==> config.mk <==
export PLATFORM = sky130hd
export DESIGN_NAME = csa_mul
export DESIGN_NICKNAME = d
export VERILOG_FILES = /design/src/csa_pkg.sv /design/src/csa_mul.sv
export SDC_FILE = /design/constraint.sdc
export NUM_CORES = 2
export LEC_CHECK = 0
export BUFFER_PORTS_ARGS = -buffer_cell sky130_fd_sc_hd__buf_2
export CORE_UTILIZATION = 49
export DETAILED_ROUTE_END_ITERATION = 10
export PLACE_DENSITY = 0.71
export SETUP_SLACK_MARGIN = 0.2
export SLEW_MARGIN = 20
export SYNTH_ARGS = -nofsm -noshare
export SYNTH_HDL_FRONTEND = slang
export SYNTH_SLANG_ARGS = --single-unit
==> constraint.sdc <==
create_clock -name clk -period 24.3 [get_ports clk]
set_input_delay 3.645 -clock clk [delete_from_list [all_inputs] [get_ports clk]]
set_output_delay 3.645 -clock clk [all_outputs]
set_load 0.005 [all_outputs]
==> src/csa_pkg.sv <==
// shared widths, types and constants for the cosine similarity accumulator
package csa_pkg;

  localparam int DATA_WIDTH   = 16;
  localparam int LOG2_MAX_LEN = 16;
  localparam int FRAC         = DATA_WIDTH - 1;
  localparam int ACC_RAW      = 2 * DATA_WIDTH + LOG2_MAX_LEN;
  localparam int ACC_W        = (ACC_RAW > 62) ? 62 : ACC_RAW;
  localparam int HALF_W       = (ACC_W + 1) / 2;
  localparam int MUL_W        = (HALF_W + 1 > DATA_WIDTH) ? HALF_W + 1 : DATA_WIDTH;
  localparam int PROD_W       = 2 * MUL_W;
  localparam int WIDE_W       = 2 * ACC_W;
  localparam int CMP_W        = 2 * DATA_WIDTH + WIDE_W;
  localparam int KW           = $clog2(DATA_WIDTH);

  typedef logic signed [DATA_WIDTH-1:0] sample_t;
  typedef logic        [DATA_WIDTH-1:0] q_t;
  typedef logic signed [ACC_W-1:0]      acc_t;
  typedef logic        [ACC_W-1:0]      mag_t;
  typedef logic signed [MUL_W-1:0]      mul_op_t;
  typedef logic signed [PROD_W-1:0]     prod_t;
  typedef logic        [WIDE_W-1:0]     wide_t;
  typedef logic        [CMP_W-1:0]      cmp_t;

  localparam q_t Q_ONE     = {1'b1, {FRAC{1'b0}}};
  localparam q_t Q_MAX_POS = {1'b0, {FRAC{1'b1}}};

endpackage

==> src/csa_mul.sv <==
// shared signed multiplier with registered product
module csa_mul
  import csa_pkg::*;
(
  input  logic    clk,
  input  mul_op_t op_a,
  input  mul_op_t op_b,
  output prod_t   prod
);

  always_ff @(posedge clk) begin
    prod <= op_a * op_b;
  end

endmodule

# Yosys cells after proc, flatten, opt, wreduce, memory -nomap -nowiden
# Index checks and enable logic that the tools add are counted.
# totals
reg_bits	50
elab_cells	2
# classes
multipliers	1
# ops
operator	count
$mul 25x25->50	1

# Depth between registers and ports, before layout
# depth
depth_word	1
depth_mapped	26
ltp_nobuf	25

# Least setup slack after synthesis
# OpenSTA, ideal clock, no wires.
# synth_path
kind	input -> register
startpoint	input op_a[24]
endpoint	register prod[47]
setup_time_ns	0.121
arrival_time_ns	10.143
required_time_ns	24.179
path_slack_ns	14.036
path_stages	24
n_path_buf	2
path_cell_list	clkbuf_1 -> nand2_1 -> inv_1 -> fa_1 -> inv_1 -> fa_1 -> inv_1 -> fa_1 -> fa_1 -> fa_1 -> fa_1 -> inv_1 -> fa_1 -> inv_1 -> ha_1 -> clkbuf_1 -> a21o_1 -> a21o_1 -> a21oi_1 -> o21bai_1 -> a2bb2oi_1 -> o41ai_2 -> o41a_1 -> xor2_1
# synth_between
elab_chain_len	1
# synth_lines
element	line	source
start, declared	csa_mul.sv:6	input mul_op_t op_a,
$mul 25x25->50	csa_mul.sv:12	prod <= op_a * op_b;
end signal, assigned	csa_mul.sv:12	
end, declared	csa_mul.sv:8	output prod_t prod
# No other way between the ends.

# Final worst setup path
# Ends and elaborated chain as after synthesis.

==> key figures <==
Outcome
  • Result of the run: completed

Floorplan
  • Initial core utilization: 0.500
  • I/O pin cnt: 101
  • Die extent in y: 223 um
  • Overall die area: 49,900 um^2
  • Num rows: 80
  • Chip Width: 223 um
  • Area inside the core boundary: 48,000 um^2

Routing
  • Wire length on met3: 4400 um
  • DRT iter0 DRCs: 978
  • Routed Antenna Nets: 0
  • Post-detailed-route via-to-cell ratio: 5.35
  • Routed WL per cell: 19.1 um
  • Total length of routed wires: 60,900 um
  • Number of remaining DRC errors: 0
  • Detailed route wirelength on metal2: 31,100 um
  • Top routing layer in use: met5
  • Routed metal-1 wire length: 23,300 um
  • Detailed-router iteration count before antenna repair: 5
  • Total number of vias: 17,100

GRT
  • Via count of the first global-routing pass: 19,500
  • Number of antenna violations at the first check in global routing: 7
  • Maximum number of pins on one net before global-route repair: 27
  • Final global-route overflow total: 0
  • First-pass GRT wire length: 102,000 um
  • Overall routing resource usage: 0.265

STA
  • Final-report max-slew violation count: 0
  • Setup violators final: 0
  • Hold Fails Final Rpt: 0
  • Fin crit share: 0.447
  • Rel. slew slack: 0.372
  • Setup repair after global routing missed its margin: false
  • Minimum clock period: 10.87 ns
  • Worst-Margin Slew: 0.942 ns
  • Setup TNS Final: 0 ns
  • F_max: 0.0920 GHz

Synth
  • Cell type contributing the most total cell area after synthesis: sky130_fd_sc_hd__fa_1
  • Post-synthesis share of cell area spent on xor and xnor gates: 0.0211
  • Cell variety after synth: 48
  • Syn Inst Count: 2,562
  • Syn_area_per_cell: 9.38 um^2
  • Fraction of synthesis flops using an asynchronous set or reset pin: 0
  • Synth Register Bits: 50
  • Cells taking the most area after synthesis: sky130_fd_sc_hd__fa_1, sky130_fd_sc_hd__inv_1, sky130_fd_sc_hd__and2_1, sky130_fd_sc_hd__ha_1, sky130_fd_sc_hd__nand2_1
  • Share of cell area taken by muxes after synthesis: 0.000469
  • Area share of and/or/nand/nor cells after synthesis: 0.150
  • Syn. warnings: 0
  • Compound-Gate Fraction of Synth Area: 0.0394
  • Most common flop cell mapped by yosys: sky130_fd_sc_hd__dfxtp_1
  • Dominant combinational cell family by area after synthesis: adder cells
  • Share of the synthesized area in the top cell type: 0.548
  • Number of nets produced by synthesis: 3,412
  • Post-synth design cell area: 24,000 um^2
  • Sequential share of the synthesized area: 0.0417
  • Number of enable-type register cells in the synthesized netlist: 0
  • Fraction of the mapped netlist area in adder cells: 0.622

Place
  • Global placer's final weighted congestion: 0.876
  • Port Buf Inserts: 100
  • Detailed-placement wirelength estimate: 48,500 um

Clocking
  • Number of buffers inserted during clock tree synthesis: 5
  • Number of hold buffers added after CTS: 0
  • Clock tree root driver cell: sky130_fd_sc_hd__clkbuf_16
  • CTS tree: built
  • Number of instances resized during post-cts repair: 0
  • Clock edge transition at the registers on the reported setup and hold paths: 0.08 ns
  • Buffers from clock root to sink, at most: 2
  • Number of sinks on the clock net: 50
  • Number of setup buffers added after CTS: 0
  • H-tree depth: 2

Cells and area
  • Synthesis-to-layout area growth: 4.54%
  • Regs by FF count: prod: 50 flops
  • Share of layout cells above drive strength 1: 0.0486
  • Register with the highest flop count: prod
  • Number of flip-flops in the largest register: 50
  • Fill cells: 4,312
  • Total Nets Final: 3,422

Setup path
  • Type of origin of the critical path: primary input
  • Signal arrival time at the worst endpoint: 11.10 ns
  • Element type at the critical path end: register
  • Top fanout value on the critical path: 25
  • Start-to-end type of the worst setup path: primary input to register
  • Worst Path Required: 24.52 ns

Hold path
  • Path category of the worst min-delay check: primary input to register

Job
  • Maxcap violations: 0
==> kinds of logic after synthesis <==
group           Yosys count
fa+ha+maj               799
buf+inv                 803
xor+xnor                 58
simple gates            714
compound gates          137
mux                       1
flops                    50
==> final timing paths <==
path,startpoint,cells past startpoint,end
setup / recovery,op_a[24],23,prod[47]
hold / removal,op_b[0],2,prod[0]
==> critical path: stages <==
cell                        delay (ns)
sky130_fd_sc_hd__buf_2            0.27
sky130_fd_sc_hd__nand2_1          0.18
sky130_fd_sc_hd__inv_1            0.10
sky130_fd_sc_hd__fa_1             0.72
sky130_fd_sc_hd__inv_1            0.16
sky130_fd_sc_hd__fa_1             0.81
sky130_fd_sc_hd__inv_1            0.22
sky130_fd_sc_hd__fa_1             0.90
sky130_fd_sc_hd__fa_1             0.54
sky130_fd_sc_hd__fa_1             0.53
sky130_fd_sc_hd__fa_1             0.52
sky130_fd_sc_hd__inv_1            0.06
sky130_fd_sc_hd__fa_1             0.47
sky130_fd_sc_hd__inv_1            0.05
sky130_fd_sc_hd__ha_1             0.37
sky130_fd_sc_hd__a21o_1           0.20
sky130_fd_sc_hd__a21o_1           0.17
sky130_fd_sc_hd__a21oi_1          0.18
sky130_fd_sc_hd__o21bai_1         0.11
sky130_fd_sc_hd__a2bb2oi_1        0.20
sky130_fd_sc_hd__o41ai_2          0.15
sky130_fd_sc_hd__o41a_1           0.37
sky130_fd_sc_hd__xor2_1           0.15
==> Yosys cell counts (2+ instances only) <==
cell type and number:
sky130_fd_sc_hd__xnor2_1 39, sky130_fd_sc_hd__nor2b_1 21, sky130_fd_sc_hd__o21a_1 5, sky130_fd_sc_hd__o21ai_1 7, sky130_fd_sc_hd__nand2b_1 11, sky130_fd_sc_hd__o41ai_1 3, sky130_fd_sc_hd__a31oi_1 2, sky130_fd_sc_hd__a211o_1 3
sky130_fd_sc_hd__nand3_1 6, sky130_fd_sc_hd__ha_1 141, sky130_fd_sc_hd__o21bai_1 7, sky130_fd_sc_hd__xor2_1 19, sky130_fd_sc_hd__clkbuf_1 104, sky130_fd_sc_hd__a41oi_1 2, sky130_fd_sc_hd__nor2_1 30, sky130_fd_sc_hd__and2_1 320
sky130_fd_sc_hd__or3_1 2, sky130_fd_sc_hd__a21oi_1 43, sky130_fd_sc_hd__dfxtp_1 50, sky130_fd_sc_hd__nand2_1 308, sky130_fd_sc_hd__inv_1 699, sky130_fd_sc_hd__nand4_1 8, sky130_fd_sc_hd__fa_1 658, sky130_fd_sc_hd__a211oi_1 3
sky130_fd_sc_hd__a21o_1 22, sky130_fd_sc_hd__and3_1 2, sky130_fd_sc_hd__a21boi_0 2, sky130_fd_sc_hd__o21ai_0 19, sky130_fd_sc_hd__nor3_1 6, sky130_fd_sc_hd__o41ai_2 2
==> final cells by class <==
class	instances	area, um^2	share of cell area
diodes	1	2.50	0.0000996
clock buffers	5	125	0.00498
clock inverters	3	28.8	0.00115
inverters	699	2620	0.104
multi-input cells	1709	20000	0.797
flip-flops and latches	50	1000	0.0399
well taps	615	769	0.0306
repair buffers	107	553	0.0220
==> stage by stage <==
stage	worst slack [ns]	instance area, um^2	instances	hold slack [ns]	util
2_1_floorplan	14.04	24000	2562	3.77	-
3_5_place_dp	13.15	25000	3180	4.02	0.519
3_3_place_gp	13.31	25000	3180	4.02	0.519
5_1_grt	13.09	25100	3188	3.86	0.523
4_1_cts	13.47	25100	3188	3.84	0.523
6_report	13.43	25100	3189	3.86	0.523
==> routing by layer <==
metal  GRT usage  vias up
li1            -     7288
met1       0.332     8952
met2       0.460      648
met3      0.0450      153
met4      0.0959       12
met5           0        -
==> layout by cell type, fill, tap and decap left out, types with 30 or more instances in the layout <==
cell                      synthesis  layout
sky130_fd_sc_hd__a21oi_1         43      43
sky130_fd_sc_hd__and2_1         320     320
sky130_fd_sc_hd__buf_2            0     100
sky130_fd_sc_hd__dfxtp_1         50      50
sky130_fd_sc_hd__fa_1           658     657
sky130_fd_sc_hd__ha_1           141     141
sky130_fd_sc_hd__inv_1          699     699
sky130_fd_sc_hd__nand2_1        308     308
sky130_fd_sc_hd__nor2_1          30      30
sky130_fd_sc_hd__xnor2_1         39      39
Power is left out: the tool's default activity adds up to more than one toggle a clock period on the data nets, which glitch-free logic cannot reach.
